`src/hw/rtl/stbt_pkg.sv`:
```
// Package: constants and types for the sorted table budget trim block
package stbt_pkg;
    localparam int TS_W     = 32;
    localparam int SZ_W     = 20;
    localparam int TOT_W    = 25;
    localparam int CNT_W    = 6;
    localparam int DEPTH_DEFAULT = 32;
    localparam logic [TOT_W-1:0] BUDGET_RESET = 25'd512000;

    localparam logic [1:0] REQ_INSERT = 2'd0;
    localparam logic [1:0] REQ_TRIM   = 2'd1;
    localparam logic [1:0] REQ_DUMP   = 2'd2;

    localparam logic [1:0] KIND_ACK   = 2'd0;
    localparam logic [1:0] KIND_EVICT = 2'd1;
    localparam logic [1:0] KIND_LIST  = 2'd2;
    localparam logic [1:0] KIND_DONE  = 2'd3;

    typedef struct packed {
        logic [1:0]      kind;
        logic [TS_W-1:0] ts;
        logic [SZ_W-1:0] sz;
        logic            status;
        logic            last;
    } t_result;
endpackage

```
`src/hw/rtl/stbt_store.sv`:
```
// Entry memory: one write port, one registered read port
module stbt_store #(
    parameter int DEPTH = stbt_pkg::DEPTH_DEFAULT,
    parameter int AW    = 5
) (
    input  logic                                  i_clk,
    input  logic                                  i_we,
    input  logic [AW-1:0]                         i_waddr,
    input  logic [stbt_pkg::TS_W+stbt_pkg::SZ_W-1:0] i_wdata,
    input  logic [AW-1:0]                         i_raddr,
    output logic [stbt_pkg::TS_W+stbt_pkg::SZ_W-1:0] o_rdata
);
    import stbt_pkg::*;
    logic [TS_W+SZ_W-1:0] r_mem [DEPTH];

    always_ff @(posedge i_clk) begin
        if (i_we) begin
            r_mem[i_waddr] <= i_wdata;
        end
        o_rdata <= r_mem[i_raddr];
    end
endmodule

```
`src/hw/rtl/stbt_outreg.sv`:
```
// Output register with valid/stall handshake
module stbt_outreg #(
    parameter int W = 8
) (
    input  logic         i_clk,
    input  logic         i_rst_n,
    input  logic         i_load,
    input  logic [W-1:0] i_data,
    input  logic         i_stall,
    output logic         o_valid,
    output logic         o_free,
    output logic [W-1:0] o_data
);
    logic r_valid;
    logic [W-1:0] r_data;

    assign o_free  = !r_valid || !i_stall;
    assign o_valid = r_valid;
    assign o_data  = r_data;

    always_ff @(posedge i_clk) begin
        if (!i_rst_n) begin
            r_valid <= 1'b0;
        end else if (i_load) begin
            r_valid <= 1'b1;
        end else if (!i_stall) begin
            r_valid <= 1'b0;
        end
    end

    always_ff @(posedge i_clk) begin
        if (i_load) begin
            r_data <= i_data;
        end
    end
endmodule

```
`src/hw/rtl/sorted_table_budget_trim.sv`:
```
// Top level: sorted table with budget trim
// Usage:
//  Input channel (i_valid/o_stall) takes one request: insert, trim or dump.
//  Output channel (o_valid/i_stall) gives the results of that request, the
//  final one flagged by o_last. Configuration: i_cfg_we writes the size
//  budget; the user must write it only while idle; the block does not check.
//  Entries live in one memory with a registered read. Each step reads
//  at most one entry a cycle and writes at most one a cycle.
//  Insert: a walk from the tail shifts later entries up one slot. Dump: a
//  read step and an emit step per entry, then a done marker. Trim: per
//  eviction, one scan of all entries to find the smallest, then a shift-down
//  walk of the tail.
//  One request is handled at a time; o_stall is high while busy.
//  Reset empties the table and total, and the budget returns to 512000.
//  A receiver stall holds the result register and the emit steps only.
module sorted_table_budget_trim #(
    parameter int TABLE_DEPTH = stbt_pkg::DEPTH_DEFAULT
) (
    input  logic                        i_clk,
    input  logic                        i_rst_n,
    input  logic                        i_valid,
    output logic                        o_stall,
    input  logic [1:0]                  i_req_type,
    input  logic [stbt_pkg::TS_W-1:0]   i_timestamp,
    input  logic [stbt_pkg::SZ_W-1:0]   i_entry_size,
    input  logic                        i_cfg_we,
    input  logic [stbt_pkg::TOT_W-1:0]  i_cfg_data,
    output logic                        o_valid,
    input  logic                        i_stall,
    output logic [1:0]                  o_kind,
    output logic [stbt_pkg::TS_W-1:0]   o_out_timestamp,
    output logic [stbt_pkg::SZ_W-1:0]   o_out_size,
    output logic [stbt_pkg::TOT_W-1:0]  o_total_size,
    output logic [stbt_pkg::CNT_W-1:0]  o_entry_count,
    output logic                        o_status,
    output logic                        o_last
);
    import stbt_pkg::*;
    localparam int AW  = (TABLE_DEPTH > 1) ? $clog2(TABLE_DEPTH) : 1;
    localparam int CW  = $clog2(TABLE_DEPTH + 1);
    localparam int XW  = SZ_W + CW;
    localparam int EW  = TS_W + SZ_W;
    localparam int OW  = $bits(t_result) + TOT_W + CNT_W;

    localparam logic [3:0] S_IDLE   = 4'd0;
    localparam logic [3:0] S_INS_RD = 4'd1;
    localparam logic [3:0] S_INS_CK = 4'd2;
    localparam logic [3:0] S_DMP_RD = 4'd3;
    localparam logic [3:0] S_DMP_EM = 4'd4;
    localparam logic [3:0] S_TR_CHK = 4'd5;
    localparam logic [3:0] S_TR_SCN = 4'd6;
    localparam logic [3:0] S_TR_EM  = 4'd7;
    localparam logic [3:0] S_TR_SH  = 4'd8;
    localparam logic [3:0] S_DONE   = 4'd9;
    localparam logic [3:0] S_ACK    = 4'd10;

    logic [3:0]        r_state, n_state;
    logic [CW-1:0]     r_count, n_count;
    logic [XW-1:0]     r_total, n_total;
    logic [TOT_W-1:0]  r_budget;
    logic [CW-1:0]     r_idx, n_idx;
    logic [CW-1:0]     r_min_idx, n_min_idx;
    logic [EW-1:0]     r_min_ent, n_min_ent;
    logic [TS_W-1:0]   r_ts, n_ts;
    logic [SZ_W-1:0]   r_sz, n_sz;
    logic              r_full, n_full;

    logic              mem_we;
    logic [AW-1:0]     mem_waddr, mem_raddr;
    logic [EW-1:0]     mem_wdata, mem_rdata;
    logic              out_load, out_free;
    t_result           res;
    logic [OW-1:0]     out_data;
    logic              acc;
    logic [TS_W-1:0]   rd_ts;
    logic [SZ_W-1:0]   rd_sz;
    logic [TOT_W-1:0]  tot_sat;

    assign rd_ts = mem_rdata[EW-1:SZ_W];
    assign rd_sz = mem_rdata[SZ_W-1:0];
    assign acc = i_valid && !o_stall;
    assign o_stall = (r_state != S_IDLE);

    stbt_store #(.DEPTH(TABLE_DEPTH), .AW(AW)) u_store (
        .i_clk(i_clk), .i_we(mem_we), .i_waddr(mem_waddr), .i_wdata(mem_wdata),
        .i_raddr(mem_raddr), .o_rdata(mem_rdata)
    );

    always_comb begin
        n_state = r_state; n_count = r_count; n_total = r_total;
        n_idx = r_idx; n_min_idx = r_min_idx; n_min_ent = r_min_ent;
        n_ts = r_ts; n_sz = r_sz; n_full = r_full;
        mem_we = 1'b0; mem_waddr = '0; mem_wdata = '0; mem_raddr = '0;
        out_load = 1'b0;
        res = '0;
        case (r_state)
            S_IDLE: begin
                if (acc) begin
                    n_ts = i_timestamp; n_sz = i_entry_size;
                    case (i_req_type)
                        REQ_INSERT: begin
                            if (r_count >= CW'(TABLE_DEPTH)) begin
                                n_full = 1'b1; n_state = S_ACK;
                            end else if (r_count == '0) begin
                                n_full = 1'b0; n_idx = '0; n_state = S_INS_CK;
                            end else begin
                                n_full = 1'b0; n_idx = r_count; n_state = S_INS_RD;
                            end
                        end
                        REQ_TRIM: n_state = S_TR_CHK;
                        REQ_DUMP: begin
                            n_idx = '0;
                            n_state = (r_count == '0) ? S_DONE : S_DMP_RD;
                        end
                        default: n_state = S_DONE;
                    endcase
                end
            end
            // walk down from the tail: read slot idx-1
            S_INS_RD: begin
                mem_raddr = AW'(r_idx - 1'b1);
                n_state = S_INS_CK;
            end
            S_INS_CK: begin
                // place at idx when slot idx-1 stays ahead of the new entry
                if (r_idx == '0 || (rd_ts < r_ts && r_idx != CW'(1))
                        || (r_idx == CW'(1) && !(r_ts < rd_ts))) begin
                    mem_we = 1'b1; mem_waddr = AW'(r_idx);
                    mem_wdata = {r_ts, r_sz};
                    n_count = r_count + 1'b1;
                    n_total = r_total + XW'(r_sz);
                    n_state = S_ACK;
                end else begin
                    mem_we = 1'b1; mem_waddr = AW'(r_idx); mem_wdata = mem_rdata;
                    n_idx = r_idx - 1'b1;
                    if (r_idx == CW'(1)) begin
                        n_state = S_INS_CK;
                    end else begin
                        mem_raddr = AW'(r_idx - 2'd2);
                        n_state = S_INS_CK;
                    end
                end
            end
            S_ACK: begin
                if (out_free) begin
                    res.kind = KIND_ACK; res.status = r_full; res.last = 1'b1;
                    out_load = 1'b1; n_state = S_IDLE;
                end
            end
            S_DMP_RD: begin
                mem_raddr = AW'(r_idx);
                n_state = S_DMP_EM;
            end
            S_DMP_EM: begin
                mem_raddr = AW'(r_idx);
                if (out_free) begin
                    res.kind = KIND_LIST; res.ts = rd_ts; res.sz = rd_sz;
                    out_load = 1'b1;
                    n_idx = r_idx + 1'b1;
                    n_state = (r_idx + 1'b1 == r_count) ? S_DONE : S_DMP_RD;
                end
            end
            S_TR_CHK: begin
                if (r_total > XW'(r_budget) && r_count != '0) begin
                    mem_raddr = '0; n_idx = '0; n_state = S_TR_SCN;
                end else begin
                    n_state = S_DONE;
                end
            end
            // data for slot idx arrives; next read idx+1
            S_TR_SCN: begin
                mem_raddr = AW'(r_idx + 1'b1);
                if (r_idx == '0 || rd_sz < r_min_ent[SZ_W-1:0]) begin
                    n_min_idx = r_idx; n_min_ent = mem_rdata;
                end
                n_idx = r_idx + 1'b1;
                if (r_idx + 1'b1 == r_count) n_state = S_TR_EM;
            end
            S_TR_EM: begin
                if (out_free) begin
                    n_count = r_count - 1'b1;
                    n_total = r_total - XW'(r_min_ent[SZ_W-1:0]);
                    res.kind = KIND_EVICT; res.ts = r_min_ent[EW-1:SZ_W];
                    res.sz = r_min_ent[SZ_W-1:0];
                    out_load = 1'b1;
                    n_idx = r_min_idx;
                    mem_raddr = AW'(r_min_idx + 1'b1);
                    n_state = (r_min_idx + 1'b1 >= r_count) ? S_TR_CHK : S_TR_SH;
                end
            end
            // rdata holds slot idx+1; move it to idx
            S_TR_SH: begin
                mem_we = 1'b1; mem_waddr = AW'(r_idx); mem_wdata = mem_rdata;
                mem_raddr = AW'(r_idx + 2'd2);
                n_idx = r_idx + 1'b1;
                if (r_idx + 2'd2 >= r_count + 1'b1) n_state = S_TR_CHK;
            end
            S_DONE: begin
                if (out_free) begin
                    res.kind = KIND_DONE; res.last = 1'b1;
                    out_load = 1'b1; n_state = S_IDLE;
                end
            end
            default: n_state = S_IDLE;
        endcase
    end

    assign tot_sat = (n_total > XW'({TOT_W{1'b1}})) ? {TOT_W{1'b1}} : TOT_W'(n_total);
    assign out_data = {res, tot_sat, CNT_W'(n_count)};

    stbt_outreg #(.W(OW)) u_out (
        .i_clk(i_clk), .i_rst_n(i_rst_n), .i_load(out_load), .i_data(out_data),
        .i_stall(i_stall), .o_valid(o_valid), .o_free(out_free),
        .o_data({o_kind, o_out_timestamp, o_out_size, o_status, o_last,
                 o_total_size, o_entry_count})
    );

    always_ff @(posedge i_clk) begin
        if (!i_rst_n) begin
            r_state <= S_IDLE; r_count <= '0; r_total <= '0; r_budget <= BUDGET_RESET;
        end else begin
            r_state <= n_state; r_count <= n_count; r_total <= n_total;
            if (i_cfg_we) r_budget <= i_cfg_data;
        end
    end

    always_ff @(posedge i_clk) begin
        r_idx <= n_idx; r_min_idx <= n_min_idx; r_min_ent <= n_min_ent;
        r_ts <= n_ts; r_sz <= n_sz; r_full <= n_full;
    end
endmodule

```
`config.mk`:
```
export PLATFORM = sky130hd
export DESIGN_NAME = sorted_table_budget_trim
export DESIGN_NICKNAME = d
export VERILOG_FILES = /design/src/hw/rtl/stbt_pkg.sv /design/src/hw/rtl/stbt_store.sv /design/src/hw/rtl/stbt_outreg.sv /design/src/hw/rtl/sorted_table_budget_trim.sv
export SDC_FILE = /design/constraint.sdc
export NUM_CORES = 2
export LEC_CHECK = 0
export ABC_AREA = 1
export BUFFER_PORTS_ARGS = -buffer_cell sky130_fd_sc_hd__buf_4
export CAP_MARGIN = 10
export CELL_PAD_IN_SITES_DETAIL_PLACEMENT = 1
export CELL_PAD_IN_SITES_GLOBAL_PLACEMENT = 2
export CORE_MARGIN = 2
export CORE_UTILIZATION = 25
export DETAILED_ROUTE_END_ITERATION = 10
export GPL_TIMING_DRIVEN = 0
export PLACE_DENSITY_LB_ADDON = 0.3
export SLEW_MARGIN = 40
export SYNTH_ARGS = -nofsm -noshare
export SYNTH_HDL_FRONTEND = slang
export SYNTH_SLANG_ARGS = --single-unit
export TNS_END_PERCENT = 20
```
`constraint.sdc`:
```
create_clock -name i_clk -period 6.7 [get_ports i_clk]
set_input_delay 1.005 -clock i_clk [delete_from_list [all_inputs] [get_ports i_clk]]
set_output_delay 1.005 -clock i_clk [all_outputs]
set_load 0.05 [all_outputs]
```
-- After elaboration in Yosys (flattened, before gate mapping)
Memories as Yosys holds them, arrays and structs flattened. A register that Yosys moved wholly into a read port is not among the register bits.
Index checks and enable logic that the tools add are counted.
W data, S select, Z words.
- bits of input ports: 84
- word-level logic and storage cells: 140
- memories kept: 1
- output and inout port bits: 89
- register bits: 266
- bits in writable memories: 1664
- memories (name ; depth ; bits a word ; rd ports ; clocked after memory_dff ; write ports ; line ; text):
    u_store.r_mem ; 32 ; 52 ; 1 ; 1 ; 1 ; stbt_store.sv:14 ; logic [TS_W+SZ_W-1:0] r_mem [DEPTH];
- mux-type cells: 52
- order comparisons: 8
- reductions and logical operators: 30
- $add $sub $neg: 9
- equal/unequal tests: 26
- operators with widths (cell ; number):
    $pmux W52 S2 ; 2
    $lt A32 B32 Y1 ; 2
    $mux W54 ; 1
    $mux W6 ; 9
    $mux W53 ; 1
    $mux W26 ; 2
    $mux W52 ; 1
    $pmux W26 S2 ; 1
    $mux W4 ; 12
    $pmux W4 S10 ; 1
    $pmux W6 S6 ; 1
    $pmux W5 S6 ; 1
    $add A26 B20 Y26 ; 1
    $gt A26 B25 Y1 ; 1
    $gt A26 B25 Y1 const B ; 1
    $sub A26 B20 Y26 ; 1
    $pmux W6 S2 ; 2
    $lt A20 B20 Y1 ; 1
    $mux W5 ; 4
    $add A6 B1 Y6 const B ; 3
    $eq A4 B3 Y1 const B ; 4
    $ne A2 B2 Y1 const B ; 7
    $eq A4 B4 Y1 const B ; 3
    $ge A6 B6 Y1 ; 2
    other kinds (33) ; 61

-- Longest topological paths before layout
- depth after elaboration: 7
- depth in mapped cells: 26
- gate-level depth less buffers: 24

-- Cells and area by module
A second synthesis with hierarchy kept.
- cells, all modules: 7758
- area, all modules: 84845.1 um^2
- modules (own cells, without submodules) (module ; cells an instance ; seq. area each (um^2) ; area an instance (um^2) ; instances):
    stbt_store ; 5714 ; 51008.9 ; 68210.4 ; 1
    sorted_table_budget_trim ; 1952 ; 4734.5 ; 13979.7 ; 1
    stbt_outreg ; 92 ; 2632.5 ; 2655.0 ; 1

-- Worst setup path before layout
No wires, ideal clock.
- path kind: input port to flip-flop
- from: input port i_stall
- to: register u_out.r_data[0], in the netlist u_out.o_data[0] (enable)
- arrival time: 5669 ps
- required time: 6116 ps
- cell stages on the path: 3
- path buffers: 0
- setup slack: 446 ps
- library setup time: 584 ps
- cells stage by stage: nand2_1 -> inv_1 -> a31oi_1
- word-level cells in the longest chain between the ends: 4
- ends and longest elaborated chain (element ; line ; text):
    start: declaration ; sorted_table_budget_trim.sv:29 ; input logic i_stall,
    $logic_not A1 Y1 ; stbt_outreg.sv:17 ; assign o_free = !r_valid || !i_stall;
    $logic_or A1 B1 Y1 ; stbt_outreg.sv:17 ;
    $mux W1 (2 in a row) ; n/a ;
    named net out_load ; sorted_table_budget_trim.sv:71 ; logic out_load, out_free;
    end signal: assignment ; stbt_outreg.sv:33 ; r_data <= i_data;
    end: declaration ; stbt_outreg.sv:15 ; logic [W-1:0] r_data;
The timed path passes the listed nets, and every way through them passes these cells.
A chain may end at the register's enable or synchronous reset.

-- Worst setup path after layout
- from: register r_ts[30]
- to: register u_store.o_rdata[49] (netlist name), read port of u_store.r_mem
- word-level cells in the longest chain between the ends: 6
- elaborated cells on any way between the ends: 9
- classes of those cells: 2 x order compare; 2 x mux; 5 x reduce/logical
- ends and longest elaborated chain (element ; line ; text):
    start: declaration ; sorted_table_budget_trim.sv:64 ; logic [TS_W-1:0] r_ts, n_ts;
    start signal: assignment ; sorted_table_budget_trim.sv:229 ; r_ts <= n_ts; r_sz <= n_sz; r_full <= n_full;
    $lt A32 B32 Y1, on equally long branches ; sorted_table_budget_trim.sv:126, sorted_table_budget_trim.sv:127 ;
    $logic_and A1 B1 Y1 or $logic_not A1 Y1 (tied branches) ; sorted_table_budget_trim.sv:126, sorted_table_budget_trim.sv:127 ;
    $logic_or A1 B1 Y1 or $logic_and A1 B1 Y1 (tied branches) ; sorted_table_budget_trim.sv:126, sorted_table_budget_trim.sv:127 ;
    $logic_or A1 B1 Y1 (*) ; sorted_table_budget_trim.sv:127 ; || (r_idx == CW'(1) && !(r_ts < rd_ts))) begin
    $mux W5 (*) ; sorted_table_budget_trim.sv:126 ; if (r_idx == '0 || (rd_ts < r_ts && r_idx != CW'(1))
    $pmux W5 S6 (*) ; sorted_table_budget_trim.sv:96 ; case (r_state)
    end: declaration ; stbt_store.sv:11 ; output logic [stbt_pkg::TS_W+stbt_pkg::SZ_W-1:0] o_rdata
Mark *: on every way between the ends. The rest lies on a longest branch, timed or not.

==> reports/qor.txt <==
ys flop type - edfxtp_1
Hold Crit Class - in -> reg
synthesized area - 0.0899 mm2
leakage power - 43.6 nW
crit-path max cell delay - 0.58 ns
adder-cell share of the synthesized area - 0.0201
Via density - 4.79
Clk Latency, worst-skew pair - 0.96 ns
Post-Synth Simple-Gate Area - 0.217
hold_sp - i_timestamp[24]
CTS Sinks - 1982
Switching Power - 29.1 mW
largest family of logic cells by synthesized area - simple AND/OR/NAND/NOR gates
Starting Density - 0.251
post-synthesis mux area share - 0.000111
post-synthesis compound-gate area fraction - 0.0333
reg2reg start - r_ts[30]
Clock Tree Root - clkbuf_16
initial DRC count - 6080
MaxCap Viol Count - 0
DR pass1 iterations - 5
clock-pin slew on the worst setup and hold paths - 0.06 ns
Cell variety after synth - 51
I/O pins - 173
first-pass GRT wire length - 532000 um
Routed WL - 382000 um
placed cell count - 13800
WHS - 0.222 ns
CP dominant cell by count - nand2_1
fin nets - 9481
die height - 604 um
total global-route track usage - 0.205
failing checks - negative setup slack
part of the power in registers - 0.277
Final GP Congestion - 0.846
DRC - 0
ys async rst share - 0
largest net degree at the start of global routing - 35
worst endpoint required time - 7.51 ns
XOR/XNOR Fraction of Synth Area - 0.00351
Crit-path slowest cell - edfxtp_1
Finished Layout Cells - 14200
total gr overflow - 0
Synth Instances - 8615
setup ws final - -0.0985 ns
WS Path Type - reg -> reg
clock power share - 0.212
status - complete, but fails checks
crit path launch - r_ts[30]
sw frac - 0.483
fin area - 0.110 mm2
Max VDD drop - 283 uV
Fmax achieved - 0.147 GHz
fin. max-slew vios - 0
crit path DAT - 7.61 ns
Die ar. - 0.364 mm2
Worst Setup Start Kind - flip-flop
crit share post-route - 1.01
Core ar. - 0.359 mm2
Clock Skew - 0.109 ns
setup TNS - -0.268 ns
CTS buffer count - 227
critical-path cell list - ha_1 -> nand2_1 -> nor2_1 -> nand2_1 -> nor2_4 -> nand2_1 -> nand2_1 -> nand2_1 -> nand2_1 -> nor2_1 -> nand2_1 -> nand3_2 -> clkinv_2 -> buf_4 -> buf_2 -> nand3_1 -> nand2_1 -> nand2_1 -> nand2_1
Crit. End Element - flip-flop
crit-path max FO - 10
RSZ-0062 raised after global routing - no
H-tree lvl count - 4
initial antenna violation count - 54
# setup viols final - 4
pwr/cell area - 545 mW/mm2
Area Growth Syn to Fin - 22.7%
Ys Warns - 0
Met1 Wirelength - 169000 um
Final Hold Fails - 0
DR WL met2 - 180000 um
Comb pwr share - 0.511
Port Buffer Count - 172
Tot Pwr - 60.2 mW
#FFs+latches synth - 1982
minimum clock period - 6.80 ns
maximum clock insertion buffer count - 4
Final HPWL DP - 287000 um
FP Rows - 220
share of post-route cells with drive strength above 1 - 0.124
Post-DP Area - 0.103 mm2
# hold bufs at CTS - 0
wire length per cell - 26.9 um
met3 routed WL - 19000 um
sequential cell area fraction in the yosys report - 0.649
EDFF count, synth - 1868
post-route ant nets - 0
TritonCTS clock tree - built
vias in the first global route - 69600
P_int - 31.1 mW
Die W - 604 um
syn_nets - 8842
Top Layer Used - met5
Max-slew headroom - 0.359
worst slew pin tran - 0.954 ns
Avg Cell Area, Syn - 10.4 um2
via count - 68100
-- logic make-up after synthesis --
| logic type | Yosys count |
|---|---|
| flip-flops | 1982 |
| multiplexers | 1 |
| XOR/XNOR | 36 |
| buffers and inverters | 1728 |
| adder cells (fa/ha/maj) | 143 |
| AO/OA/AOI/OAI | 536 |
| AND/OR/NAND/NOR | 4189 |
-- area by class of cell --
type	count	area (um2)
diodes	14	35.0
plain buffers	516	2400
clock buffers	308	6270
clock inverters	108	1170
fillers	39900	248000
inverters	1212	4560
multi-input cells	4905	25700
flip-flops and latches	1982	58400
well taps	4773	5970
repair buffers	410	5840
-- flip-flops by register name, indices dropped and copies added, names as in the netlist --
signal	flops
u_out.o_valid	1
u_store.r_mem	1664
u_store.o_rdata	52
r_full	1
r_budget	25
r_total	26
r_idx	6
u_out.o_data	87
r_count	6
r_min_idx	6
r_min_ent	52
r_state	4
r_sz	20
r_ts	32
-- timing repair --
| item | in CTS | in global routing |
|---|---|---|
| endpoints found under the setup margin | 0 | 2 |
| resized for setup | 0 | 1 |
| buffers inserted | 0 | 0 |
-- critical path: cells and delay by family, from the launching register on --
kind | cells | cell delay, ns
buffers and inverters | 3 | 1.58
flip-flops | 1 | 0.58
adder cells (fa/ha/maj) | 1 | 0.38
AND/OR/NAND/NOR | 15 | 3.96
-- Yosys cell counts (8+ instances only) --
library cell | number | area share
edfxtp_1 | 1868 | 0.62
nand3_1 | 1844 | 0.10
nand2_1 | 1700 | 0.071
inv_1 | 1196 | 0.050
nand3b_1 | 367 | 0.031
buf_2 | 262 | 0.015
nor2_1 | 217 | 0.0091
o21ai_0 | 215 | 0.012
clkbuf_1 | 203 | 0.0085
a21oi_1 | 164 | 0.0091
ha_1 | 141 | 0.020
dfxtp_1 | 114 | 0.025
o22ai_1 | 82 | 0.0057
buf_1 | 42 | 0.0018
xor2_1 | 27 | 0.0026
nand4_1 | 20 | 0.0014
nor3_1 | 20 | 0.0011
o21bai_1 | 10 | 0.00083
inv_2 | 9 | 0.00038
o211ai_1 | 9 | 0.00075
xnor2_1 | 9 | 0.00088
a31oi_1 | 8 | 0.00056
-- power by group through the flow --
stage          Combinational (mW)  Clock [mW]  Sequential [mW]
6_report                     30.8        12.7             16.7
4_1_cts                      30.9        13.0             16.7
5_1_grt                      32.9        13.4             16.8
3_5_place_dp                 30.8           0             16.9
2_1_floorplan                14.8           0             17.3
3_3_place_gp                 28.6           0             17.3
-- layout by cell type (no fill, tap or decap), types with 183 or more instances in the layout --
master        n
edfxtp_1   1868
o21ai_0     212
clkbuf_16   233
clkbuf_1    233
nand3b_1    367
inv_1      1195
buf_2       257
nand2_1    1696
nor2_1      183
buf_4       185
nand3_1    1842
-- final timing paths --
check,endpoint,slack (ns),depth (start not counted)
hold / removal,r_ts[24],0.22,1
setup reg to reg,u_store.o_rdata[49],-0.1,19
hold reg to reg,r_min_ent[30],0.42,0
setup / recovery,u_store.o_rdata[49],-0.1,19
-- metrics by stage --
step,utilization,setup WS (ns)
2_1_floorplan,-,0.446
3_3_place_gp,0.271,-5.18
3_5_place_dp,0.287,0.130
4_1_cts,0.307,0.107
5_1_grt,0.308,0.0211
6_report,0.308,-0.0985
-- layer usage --
metal  up-vias  track usage
li1      30800            -
met1     34900        0.274
met2      1874        0.343
met3       496       0.0233
met4         2       0.0721
met5         -            0
Note: power is estimated with default switching activity, not from simulation.
